$ cat src/design/pbpm_pkg.sv
`timescale 1ns / 1ps
// ----------------------------------------------------------------------------
// Packet buffer pool manager package
// Shared command, result, decode and configuration types and codes.
// ----------------------------------------------------------------------------
package pbpm_pkg;

	localparam logic [2:0] MODE_ALLOC = 3'd0;
	localparam logic [2:0] MODE_REF   = 3'd1;
	localparam logic [2:0] MODE_FREE  = 3'd2;
	localparam logic [2:0] MODE_PUSH  = 3'd3;
	localparam logic [2:0] MODE_PULL  = 3'd4;
	localparam logic [2:0] MODE_PUT   = 3'd5;
	localparam logic [2:0] MODE_LEN   = 3'd6;

	localparam logic CFG_BUFS = 1'b0;
	localparam logic CFG_SIZE = 1'b1;

	typedef struct packed {
		logic [2:0]  mode;
		logic [5:0]  buffer_index;
		logic [11:0] amount;
	} cmd_t;

	typedef struct packed {
		logic        status;
		logic [5:0]  result_index;
		logic [16:0] byte_address;
		logic [11:0] data_length;
		logic [6:0]  free_buffers;
	} rsp_t;

	typedef struct packed {
		logic [2:0]  mode;
		logic [5:0]  idx;
		logic [11:0] amount;
		logic        bad;
	} dec_t;

	typedef struct packed {
		logic [6:0]  bufs;
		logic [11:0] size;
	} cfg_t;

endpackage

$ cat src/design/pbpm_ram.sv
`timescale 1ns / 1ps
// ----------------------------------------------------------------------------
// Generic RAM
// One write port and one read port with registered read data.
// ----------------------------------------------------------------------------
module pbpm_ram #(
	parameter int WIDTH = 32,
	parameter int DEPTH = 64,
	localparam int AW = (DEPTH > 1) ? $clog2(DEPTH) : 1
) (
	input  logic                     clk,
	input  logic                     we,
	input  logic [AW-1:0]            waddr,
	input  logic [WIDTH-1:0]         wdata,
	input  logic                     re,
	input  logic [AW-1:0]            raddr,
	output logic [WIDTH-1:0]         rdata
);
	logic [WIDTH-1:0] mem_q [DEPTH];
	logic [WIDTH-1:0] rdata_q;

	always_ff @(posedge clk) begin
		if (we) begin
			mem_q[waddr] <= wdata;
		end
		if (re) begin
			rdata_q <= mem_q[raddr];
		end
	end

	assign rdata = rdata_q;
endmodule

$ cat src/design/pbpm_front.sv
`timescale 1ns / 1ps
// ----------------------------------------------------------------------------
// Pool manager front end
// Accepts command transactions and classifies them for the back end.
// ----------------------------------------------------------------------------
module pbpm_front (
	input  logic              in_valid,
	output logic              in_ready,
	input  pbpm_pkg::cmd_t    in_data,
	input  logic [6:0]        bufs,
	input  logic              q_full,
	output logic              q_push,
	output pbpm_pkg::dec_t    q_data
);
	logic idx_ok;

	assign in_ready = !q_full;
	assign q_push   = in_valid && !q_full;
	assign idx_ok   = {1'b0, in_data.buffer_index} < bufs;

	always_comb begin
		q_data.mode   = in_data.mode;
		q_data.idx    = in_data.buffer_index;
		q_data.amount = in_data.amount;
		unique case (in_data.mode)
			pbpm_pkg::MODE_ALLOC: q_data.bad = 1'b0;
			pbpm_pkg::MODE_REF,
			pbpm_pkg::MODE_FREE,
			pbpm_pkg::MODE_PUSH,
			pbpm_pkg::MODE_PULL,
			pbpm_pkg::MODE_PUT,
			pbpm_pkg::MODE_LEN: q_data.bad = !idx_ok;
			default: q_data.bad = 1'b1;
		endcase
	end
endmodule

$ cat src/design/pbpm_queue.sv
`timescale 1ns / 1ps
// ----------------------------------------------------------------------------
// Pool manager command queue
// Two-entry queue of classified commands between front and back end.
// ----------------------------------------------------------------------------
module pbpm_queue (
	input  logic              clk,
	input  logic              arst_n,
	input  logic              push,
	input  pbpm_pkg::dec_t    wdata,
	input  logic              pop,
	output pbpm_pkg::dec_t    rdata,
	output logic              full,
	output logic              empty
);
	pbpm_pkg::dec_t slot_q [2];
	logic           wptr_q;
	logic           rptr_q;
	logic [1:0]     cnt_q;

	assign full  = cnt_q == 2'd2;
	assign empty = cnt_q == 2'd0;
	assign rdata = slot_q[rptr_q];

	always_ff @(posedge clk) begin
		if (push) begin
			slot_q[wptr_q] <= wdata;
		end
	end

	always_ff @(posedge clk or negedge arst_n) begin
		if (!arst_n) begin
			wptr_q <= 1'b0;
			rptr_q <= 1'b0;
			cnt_q  <= 2'd0;
		end else begin
			if (push) begin
				wptr_q <= !wptr_q;
			end
			if (pop) begin
				rptr_q <= !rptr_q;
			end
			if (push && !pop) begin
				cnt_q <= cnt_q + 2'd1;
			end else if (pop && !push) begin
				cnt_q <= cnt_q - 2'd1;
			end
		end
	end
endmodule

$ cat src/design/pbpm_back.sv
`timescale 1ns / 1ps
// ----------------------------------------------------------------------------
// Pool manager back end
// Reads a buffer entry, applies the command and writes it back.
// ----------------------------------------------------------------------------
module pbpm_back #(
	parameter int DEPTH = 64
) (
	input  logic              clk,
	input  logic              arst_n,
	input  pbpm_pkg::cfg_t    cfg,
	input  logic              reinit,
	input  logic [6:0]        reinit_bufs,
	input  logic              q_empty,
	input  pbpm_pkg::dec_t    q_data,
	output logic              q_pop,
	output logic              out_valid,
	input  logic              out_ready,
	output pbpm_pkg::rsp_t    out_data
);
	localparam int AW = (DEPTH > 1) ? $clog2(DEPTH) : 1;

	typedef enum logic [1:0] {
		S_IDLE = 2'b01,
		S_EXEC = 2'b10
	} state_t;

	state_t          state_q;
	pbpm_pkg::dec_t  cmd_q;
	logic [DEPTH-1:0] vld_q;
	logic [DEPTH-1:0] busy_q;
	logic            rvld_q;
	logic [6:0]      ftot_q;
	logic            out_valid_q;
	pbpm_pkg::rsp_t  out_q;

	logic [31:0]     rdata;
	logic [7:0]      cnt;
	logic [11:0]     d;
	logic [11:0]     t;
	logic            hit;
	logic [AW-1:0]   found;
	logic            can_out;
	logic            done;

	logic            fail;
	logic            we;
	logic [AW-1:0]   waddr;
	logic [7:0]      cnt_n;
	logic [11:0]     d_n;
	logic [11:0]     t_n;
	logic [6:0]      ftot_n;
	logic [11:0]     offset;
	logic [5:0]      idx_out;
	logic            len_ok;
	logic [17:0]     prod;
	logic [16:0]     addr;

	pbpm_ram #(.WIDTH(32), .DEPTH(DEPTH)) u_ram (
		.clk   (clk),
		.we    (we),
		.waddr (waddr),
		.wdata ({cnt_n, d_n, t_n}),
		.re    (q_pop),
		.raddr (q_data.idx[AW-1:0]),
		.rdata (rdata)
	);

	assign q_pop   = (state_q == S_IDLE) && !q_empty;
	assign can_out = !out_valid_q || out_ready;
	assign done    = (state_q == S_EXEC) && can_out;

	assign cnt = rvld_q ? rdata[31:24] : 8'd0;
	assign d   = rvld_q ? rdata[23:12] : 12'd0;
	assign t   = rvld_q ? rdata[11:0]  : 12'd0;

	always_comb begin
		hit   = 1'b0;
		found = '0;
		for (int i = DEPTH - 1; i >= 0; i--) begin
			if (!busy_q[i] && (7'(i) < cfg.bufs)) begin
				hit   = 1'b1;
				found = AW'(i);
			end
		end
	end

	always_comb begin
		fail    = cmd_q.bad;
		we      = 1'b0;
		waddr   = cmd_q.idx[AW-1:0];
		cnt_n   = cnt;
		d_n     = d;
		t_n     = t;
		ftot_n  = ftot_q;
		offset  = d;
		idx_out = cmd_q.idx;
		len_ok  = {1'b0, cmd_q.idx} < cfg.bufs;
		if (cmd_q.mode == pbpm_pkg::MODE_ALLOC) begin
			idx_out = '0;
			fail    = (ftot_q == 7'd0) || !hit;
			len_ok  = !fail;
			if (!fail) begin
				idx_out = 6'(found);
				waddr   = found;
				we      = done;
				offset  = (cmd_q.amount > cfg.size) ? 12'd0 : cmd_q.amount;
				d_n     = offset;
				t_n     = offset;
				cnt_n   = 8'd1;
				ftot_n  = ftot_q - 7'd1;
			end
		end else if (!cmd_q.bad) begin
			unique case (cmd_q.mode)
				pbpm_pkg::MODE_REF: begin
					if (cnt != 8'd255) begin
						cnt_n = cnt + 8'd1;
					end
					we = done;
				end
				pbpm_pkg::MODE_FREE: begin
					if (cnt == 8'd0) begin
						fail = 1'b1;
					end else begin
						cnt_n = cnt - 8'd1;
						if (cnt == 8'd1) begin
							d_n = '0;
							t_n = '0;
							if (ftot_q < cfg.bufs) begin
								ftot_n = ftot_q + 7'd1;
							end
						end
						offset = d_n;
						we     = done;
					end
				end
				pbpm_pkg::MODE_PUSH: begin
					if (d < cmd_q.amount) begin
						fail = 1'b1;
					end else begin
						d_n    = d - cmd_q.amount;
						offset = d_n;
						we     = done;
					end
				end
				pbpm_pkg::MODE_PULL: begin
					if ((t - d) < cmd_q.amount) begin
						fail = 1'b1;
					end else begin
						d_n    = d + cmd_q.amount;
						offset = d_n;
						we     = done;
					end
				end
				pbpm_pkg::MODE_PUT: begin
					if ((cfg.size - t) < cmd_q.amount) begin
						fail = 1'b1;
					end else begin
						t_n    = t + cmd_q.amount;
						offset = t;
						we     = done;
					end
				end
				default: begin
					offset = d;
				end
			endcase
		end
		if (fail) begin
			we     = 1'b0;
			cnt_n  = cnt;
			d_n    = d;
			t_n    = t;
			ftot_n = ftot_q;
		end
	end

	assign prod = idx_out * cfg.size;
	assign addr = prod[16:0] + {5'd0, offset};

	always_ff @(posedge clk) begin
		if (q_pop) begin
			cmd_q <= q_data;
		end
		if (done) begin
			out_q.status       <= fail;
			out_q.result_index <= idx_out;
			out_q.byte_address <= fail ? 17'd0 : addr;
			out_q.data_length  <= len_ok ? (t_n - d_n) : 12'd0;
			out_q.free_buffers <= ftot_n;
		end
	end

	always_ff @(posedge clk or negedge arst_n) begin
		if (!arst_n) begin
			state_q     <= S_IDLE;
			vld_q       <= '0;
			busy_q      <= '0;
			rvld_q      <= 1'b0;
			ftot_q      <= 7'(DEPTH);
			out_valid_q <= 1'b0;
		end else if (reinit) begin
			vld_q  <= '0;
			busy_q <= '0;
			ftot_q <= reinit_bufs;
		end else begin
			if (q_pop) begin
				rvld_q <= vld_q[q_data.idx[AW-1:0]];
			end
			if (done) begin
				out_valid_q <= 1'b1;
			end else if (out_ready) begin
				out_valid_q <= 1'b0;
			end
			unique case (state_q)
				S_IDLE: begin
					if (!q_empty) begin
						state_q <= S_EXEC;
					end
				end
				S_EXEC: begin
					if (can_out) begin
						ftot_q <= ftot_n;
						if (we) begin
							vld_q[waddr]  <= 1'b1;
							busy_q[waddr] <= cnt_n != 8'd0;
						end
						state_q <= S_IDLE;
					end
				end
				default: state_q <= S_IDLE;
			endcase
		end
	end

	assign out_valid = out_valid_q;
	assign out_data  = out_q;
endmodule

$ cat src/design/packet_buffer_pool_manager_top.sv
`timescale 1ns / 1ps
// ----------------------------------------------------------------------------
// Packet buffer pool manager
// Reference-counted pool of fixed-size packet buffers with headroom offsets.
// ----------------------------------------------------------------------------
// The back end finishes each command before it takes the next: in S_IDLE it
// reads the buffer entry memory, and in S_EXEC it updates the entry and loads
// the result register, waiting there while the previous result is not yet
// taken. A two-entry queue lets new commands be accepted while a result
// waits. Reset and any configuration write reinitialize the pool at once
// through per-entry valid bits, with no clearing pass.
module packet_buffer_pool_manager_top #(
	parameter int NUM_BUFS  = 64,
	parameter int BUF_BYTES = 2048
) (
	input  logic              clk,
	input  logic              arst_n,
	input  logic              in_valid,
	output logic              in_ready,
	input  pbpm_pkg::cmd_t    in_data,
	output logic              out_valid,
	input  logic              out_ready,
	output pbpm_pkg::rsp_t    out_data,
	input  logic              cfg_valid,
	output logic              cfg_ready,
	input  logic              cfg_index,
	input  logic [11:0]       cfg_data
);
	localparam int IDX_LIMIT  = (NUM_BUFS < 64) ? NUM_BUFS : 64;
	localparam int SIZE_LIMIT = (BUF_BYTES < 2048) ? BUF_BYTES : 2048;

	pbpm_pkg::cfg_t cfg_q;
	logic           reinit;
	logic           q_push;
	logic           q_pop;
	logic           q_full;
	logic           q_empty;
	pbpm_pkg::dec_t q_wdata;
	pbpm_pkg::dec_t q_rdata;
	logic [6:0]     bufs_v;
	logic [11:0]    size_v;
	logic [6:0]     bufs_next;

	assign cfg_ready = 1'b1;
	assign reinit    = cfg_valid;
	assign bufs_next = (cfg_index == pbpm_pkg::CFG_BUFS) ? bufs_v : cfg_q.bufs;

	always_comb begin
		bufs_v = cfg_data[6:0];
		if (bufs_v == 7'd0) begin
			bufs_v = 7'd1;
		end
		if (bufs_v > 7'(IDX_LIMIT)) begin
			bufs_v = 7'(IDX_LIMIT);
		end
		size_v = cfg_data;
		if (size_v == 12'd0) begin
			size_v = 12'd1;
		end
		if (size_v > 12'(SIZE_LIMIT)) begin
			size_v = 12'(SIZE_LIMIT);
		end
	end

	always_ff @(posedge clk or negedge arst_n) begin
		if (!arst_n) begin
			cfg_q.bufs <= 7'(IDX_LIMIT);
			cfg_q.size <= 12'(SIZE_LIMIT);
		end else if (cfg_valid) begin
			if (cfg_index == pbpm_pkg::CFG_BUFS) begin
				cfg_q.bufs <= bufs_v;
			end else begin
				cfg_q.size <= size_v;
			end
		end
	end

	pbpm_front u_front (
		.in_valid (in_valid),
		.in_ready (in_ready),
		.in_data  (in_data),
		.bufs     (cfg_q.bufs),
		.q_full   (q_full),
		.q_push   (q_push),
		.q_data   (q_wdata)
	);

	pbpm_queue u_queue (
		.clk    (clk),
		.arst_n (arst_n),
		.push   (q_push),
		.wdata  (q_wdata),
		.pop    (q_pop),
		.rdata  (q_rdata),
		.full   (q_full),
		.empty  (q_empty)
	);

	pbpm_back #(.DEPTH(IDX_LIMIT)) u_back (
		.clk         (clk),
		.arst_n      (arst_n),
		.cfg         (cfg_q),
		.reinit      (reinit),
		.reinit_bufs (bufs_next),
		.q_empty     (q_empty),
		.q_data      (q_rdata),
		.q_pop       (q_pop),
		.out_valid   (out_valid),
		.out_ready   (out_ready),
		.out_data    (out_data)
	);
endmodule
$ cat config.mk
export PLATFORM = sky130hd
export DESIGN_NAME = packet_buffer_pool_manager_top
export DESIGN_NICKNAME = d
export VERILOG_FILES = /design/src/design/pbpm_pkg.sv /design/src/design/pbpm_ram.sv /design/src/design/pbpm_front.sv /design/src/design/pbpm_queue.sv /design/src/design/pbpm_back.sv /design/src/design/packet_buffer_pool_manager_top.sv
export SDC_FILE = /design/constraint.sdc
export NUM_CORES = 2
export LEC_CHECK = 0
export ABC_AREA = 1
export BUFFER_PORTS_ARGS = -buffer_cell sky130_fd_sc_hd__buf_4
export CAP_MARGIN = 40
export CORE_MARGIN = 4
export CORE_UTILIZATION = 60
export CTS_BUF_LIST = sky130_fd_sc_hd__clkbuf_4
export CTS_CLUSTER_DIAMETER = 120
export CTS_CLUSTER_SIZE = 24
export DETAILED_ROUTE_END_ITERATION = 8
export PLACE_DENSITY = 0.76
export SLEW_MARGIN = 10
export SYNTH_ARGS = -nofsm -noshare
export SYNTH_HDL_FRONTEND = slang
export SYNTH_SLANG_ARGS = --single-unit
$ cat constraint.sdc
create_clock -name clk -period 14 [get_ports clk]
set_clock_uncertainty 0.15 [all_clocks]
set_input_delay 0 -clock clk [delete_from_list [all_inputs] [get_ports clk]]
set_output_delay 0 -clock clk [all_outputs]
set_load 0.005 [all_outputs]
# After elaboration in Yosys (flattened, before gate mapping)
# Memories as Yosys holds them, arrays and structs flattened. A register that Yosys moved wholly into a read port is not among the register bits.
# Index checks and enable logic that the tools add are counted.
# word_totals
mem_bits_ro	0
mem_count	2
ramBits	2092
out_inout_bits	46
regBits	227
latch_bits	0
word_cells	520
# classes
shifts	0
addsub	13
n_eq_ne	18
n_mul	1
n_reduce_logical	166
div	0
bitwise	2
magnitude_cmp	76
n_mux	222
# memory_table
name	words	word_bits	rd	rd_clocked_by_memory_dff	write_ports	line_no	source
u_back.u_ram.mem_q	64	32	1	1	1	pbpm_ram.sv:19	logic [WIDTH-1:0] mem_q [DEPTH];
u_queue.slot_q	2	22	1	0	1	pbpm_queue.sv:16	pbpm_pkg::dec_t slot_q [2];
# op_table
operator	n
2-to-1 mux 64 bit	8
2-to-1 mux 6 bit	68
2-to-1 mux 12 bit	23
less-than comparator 6 x 7 -> 1 bit (first input constant)	32
less-than comparator 5 x 7 -> 1 bit (first input constant)	16
2-to-1 mux 7 bit	14
2-to-1 mux 1 bit	87
zero test 1 bit	74
logical AND 1 bit	70
bitwise mux 64 bit	1
bitwise OR 64 bit	1
less-than comparator 4 x 7 -> 1 bit (first input constant)	8
2-to-1 mux 8 bit	7
case mux 12 bit (4 select lines)	1
subtractor 12 bit	4
less-than comparator 12 bit	3
case mux 12 bit (3 select lines)	1
less-than comparator 3 x 7 -> 1 bit (first input constant)	4
adder 12 bit	2
case mux 12 bit (2 select lines)	1
adder 17 x 12 -> 17 bit	1
multiplier 6 x 12 -> 17 bit	1
case mux 8 bit (2 select lines)	1
equality test 3 bit (second input constant)	5
other kinds (42)	65

# Depth between registers and ports, before layout
# logic_depth
word_depth	79
depth_mapped	97
mapped_depth_nobuf	94

# Hierarchy
# A second synthesis with hierarchy kept.
# hier_totals
hier_cells	9717
hier_area_um2	105215.9
# modules_own_cells
module	area_each_um2	instances	seq_area_each_um2	cells_each
pbpm_ram	83157.3	1	62459.9	6788
pbpm_back	18993.2	1	5432.7	2658
pbpm_queue	1798.0	1	1421.4	93
packet_buffer_pool_manager_top	928.4	1	478.0	123
pbpm_front	339.1	1	0.0	55

# Worst setup path after synthesis
# No wires, ideal clock.
# synth_timing
path_kind	register -> register
startpoint	reg u_back.rvld_q
endpoint	reg u_back.out_q (netlist bit u_back.out_data[18]) (data pin)
setup_ps	363
arrival_ps	12112
synth_period_minus_slack_ps	12625
stages_incl_launch_ff	41
setup_slack_ps	1375
path_cell_list	dfrtp_1 clkbuf_1 clkbuf_1 nand2_1 ha_1 a21oi_1 and2_1 inv_1 a21oi_1 o21bai_1 a21oi_1 o21bai_1 nand2_1 nand2_1 a21oi_1 inv_1 a21oi_1 nor2_1 [5 not listed] a21oi_1 nand2_1 nor2_1 a211oi_1 a2111oi_0 ha_1 nand2_1 o21ai_0 nand3_1 a21boi_0 nor2_1 o21bai_1 nand2_1 nand2_1 a21oi_1 xor2_1 o21bai_1 a21oi_1
# synth_between
elab_chain_cells	9
# synth_rtl
element	line_no	source
start, declared	pbpm_back.sv:32	logic rvld_q;
start signal, assigned	pbpm_back.sv:208	rvld_q <= vld_q[q_data.idx[AW-1:0]];
2-to-1 mux 12 bit, or another cell as far along	pbpm_back.sv:75	assign t = rvld_q ? rdata[11:0] : 12'd0;
subtractor 12 bit, or another cell as far along	pbpm_back.sv:156	if ((cfg.size - t) < cmd_q.amount) begin
less-than comparator 12 bit, or another cell as far along	pbpm_back.sv:156	
2-to-1 mux 1 bit, or another cell as far along	pbpm_back.sv:156	
case mux 1 bit (4 select lines) / case mux 12 bit (2 select lines) (equally long branches)	pbpm_back.sv:114	unique case (cmd_q.mode)
2-to-1 mux 1 bit / 2-to-1 mux 12 bit (equally long branches)	pbpm_back.sv:113	end else if (!cmd_q.bad) begin
2-to-1 mux 1 bit / 2-to-1 mux 12 bit (equally long branches)	pbpm_back.sv:99	if (cmd_q.mode == pbpm_pkg::MODE_ALLOC) begin
2-to-1 mux 12 bit (*)	pbpm_back.sv:169	if (fail) begin
net u_back.t_n[4]	pbpm_back.sv:51	logic [11:0] t_n;
subtractor 12 bit (*)	pbpm_back.sv:189	out_q.data_length <= len_ok ? (t_n - d_n) : 12'd0;
end, declared	pbpm_back.sv:35	pbpm_pkg::rsp_t out_q;
# Mark *: on every way through the listed nets, which the timed path passes. The rest lies on a longest branch.
# A chain may end at the register's enable or synchronous reset.

# Final worst setup path
# Ends and elaborated chain as after synthesis.

==> metrics.txt <==
status=finished clean; Mapped Nets=9035; Avg WL per Cell=28.6 um; Synth async-reset ratio=0.0689; final count of hold timing violations=0; Synth warnings=0; total global-route track usage=0.350; GR Overflow Total=0; Post-Layout Inst Area=108000 um2; worst path buffer plus inverter count=11; Clock Tree Buf Depth=3; Top FF cell, synth=edfxtp_1; # Post-CTS Setup Buffers=0; via count=73500; synthesized instance count=just under 9000; Worst Tran Pin Value=approximately 1100 ps; post-CTS sizing=0; Worst path max stage delay=580 ps; crit path time final=10330 ps; DR iter-0 viols=12000; initial antenna violation count=14; Port Buf Inserts=83; peak supply drop=325 uV; register area share after synthesis=0.683; DIE HEIGHT=421 um; worst skew pair latency=1330 ps; EDFF count, synth=~2200; Leakage=between 30 and 40 nW; syn_area_per_cell=11.6 um2; vias in the first global route=68800; core area=169000 um2; Finish-stage setup viols=0; worst hold path depth=7; first-pass iteration count of the detailed router=9; Final ANT Viol Nets=0; pwr/cell area=approximately 230 nW/um2; global placement routability congestion=0.996; CP required=about 15000 ps; area of the multi-input gates=between 20000 and 30000 um2; io pins=85; Yosys reg bits=around 2400; initial core utilization=0.604; final setup margin=between 3000 and 4000 ps; die width=about 420 um; clock tree sinks=around 2400; share of layout cells above drive strength 1=0.0684; Filler cells=12600; Place WS=roughly 3800 ps; Placed Instance Area=106000 um2; maximum number of pins on one net before global-route repair=215; die area=177000 um2; TritonCTS Buffers=~110; crit path kind=reg2reg; area grow syn2layout=6.09%; top cells by count, synth=edfxtp_1 (2189), nor2_1 (1650), o21ai_0 (1449); CTS Hold Buffers Added=129; dpl cells=10700; period utilization=0.738; Synth cell types=55; # nets final=9011; CTS tree=built; Hold WC Path Type=in2reg; CTS H-tree depth=3; nature of the critical path startpoint=flip-flop; first-pass GRT wire length=454000 um; Reg clk slew, reported paths=280 ps; slew margin rel.=0.274; HPWL reported at the end of detailed placement=roughly 180000 um; Data arrival, critical path=roughly 11000 ps; RSZ-0062 raised after global routing=false; Pins Over Slew Limit=0; Root Buffer=clkbuf_4; FP Rows=151; cell depth of the worst flop-to-flop path=52; cells taking the most area after synthesis=edfxtp_1 (64%), o21ai_0 (7.1%), nor2_1 (6.1%), dfrtp_1 (3.9%), o22ai_1 (3.4%); Storage cell area=69800 um2; Worst Path Max Fanout=65; mapped cell area=~100000 um2; cell family with most CP delay=compound AO/OA/AOI/OAI gates; Synth top area share=0.643; non-filler instance count after layout=11000; dominant cell type by area after synthesis=edfxtp_1; final core utilization=0.641; Max-cap violations=0; WL final=315000 um; most common cell in the synthesized netlist=edfxtp_1; CP Capture Type=flip-flop; Via density=6.66; Residual DRC=0; setup TNS=0 ps; crit path max-delay cell type=nor2_1; Critical Path Stages=52; Max Fclk=96.8 MHz
## worst reg2reg max path, delay by kind of cell, from the launching register on
kind,cells,cell delay [ps]
AOI/OAI and AO/OA,18,2990
xor gates and xnor gates,2,350
adders and majority gates,3,1050
buffers and inverters,11,2350
DFF,1,400
and+or+nand+nor,18,2800
## cell usage in the layout, fill, tap and decap left out, types with 5 or more instances in the layout
cell / netlist / layout
a22oi_1: 7 / 7
xnor2_1: 18 / 18
nand2_1: 508 / 507
buf_4: 6 / 246
nor4_1: 5 / 5
o221ai_4: 0 / 6
nand3_2: 28 / 28
a21o_1: 5 / 5
clkbuf_4: 0 / 139
clkinv_1: 7 / 9
o21ai_0: 1449 / 1445
o21a_1: 36 / 36
nor2_4: 0 / 6
nand4_1: 69 / 69
nand3_1: 123 / 123
o31ai_1: 8 / 8
edfxtp_1: 2189 / 2189
o21ai_1: 9 / 8
a21oi_1: 203 / 200
a31oi_1: 14 / 12
a211oi_1: 19 / 17
o22ai_1: 552 / 552
o21ai_4: 0 / 5
inv_1: 587 / 509
nor2_2: 5 / 10
nor3_1: 34 / 33
o21bai_1: 48 / 48
xor2_1: 51 / 51
dfrtp_1: 158 / 158
diode_2: 0 / 8
fa_1: 55 / 55
o221ai_1: 142 / 136
or2_2: 13 / 13
ha_1: 159 / 159
buf_16: 0 / 21
inv_2: 5 / 79
dlygate4sd3_1: 0 / 127
buf_12: 0 / 10
nor2_1: 1650 / 1639
o211ai_1: 43 / 43
## power breakdown
part           switching [mW]  total (mW)  internal, mW
registers               0.203        9.99          9.79
clock network            1.95        2.44         0.490
logic                    9.00        12.2          3.17
## final cells by class
class,instances,share of cell area
timing repair buffer,406,0.0361
antenna,8,0.000185
inverter,599,0.0210
multi-input combinational,5292,0.263
clock buffer,139,0.00962
clock inverter,9,0.000992
sequential,2351,0.644
tap,2218,0.0256
## metal layers
layer | vias to the layer above | global-route usage | routed length, um
met5 | - | 0.00246 | 13
met4 | 2 | 0.167 | 17400
met3 | 863 | 0.0857 | 44400
met2 | 5253 | 0.525 | 139000
met1 | 35800 | 0.485 | 114000
li1 | 31600 | - | -
## state kept, by name, indices dropped and copies added, names as in the netlist
register            count
u_back.u_ram.mem_q   2048
u_back.busy_q          64
u_back.vld_q           64
u_queue.slot_q         44
u_back.out_data        43
u_back.u_ram.rdata     32
u_back.cmd_q           22
cfg_q                  19
u_back.ftot_q           7
u_back.state_q          2
u_queue.cnt_q           2
u_back.out_valid        1
u_back.rvld_q           1
u_queue.rptr_q          1
u_queue.wptr_q          1
## metrics by stage
step	power, mW	hold WS (ps)
floorplan	17.5	-446
global placement	21.4	13.1
detailed placement	21.9	-193
CTS	24.3	8.75
global route	25.8	134
finish	24.6	154
## cells by family after synthesis
kind of cell | synth area share
AOI/OAI and AO/OA | 0.142
other | 0.0000367
adders and majority gates | 0.0302
xor gates and xnor gates | 0.00591
DFF | 0.683
muxes | 0.0000979
and+or+nand+nor | 0.0961
buffers and inverters | 0.0424
## worst paths after layout
check / start / to / slack, ps
max in group asynchronous: arst_n / u_back.vld_q[41] / 11540
setup reg to reg: u_back.rvld_q / u_back.out_data[18] / 3670
hold reg to reg: u_back.vld_q[42] / u_back.vld_q[42] / 370
setup / recovery: u_back.rvld_q / u_back.out_data[18] / 3670
min in group asynchronous: arst_n / cfg_q[8] / 820
hold / removal: cfg_data[1] / u_back.ftot_q[1] / 150
No activity file was read; power rests on OpenSTA's default activity.
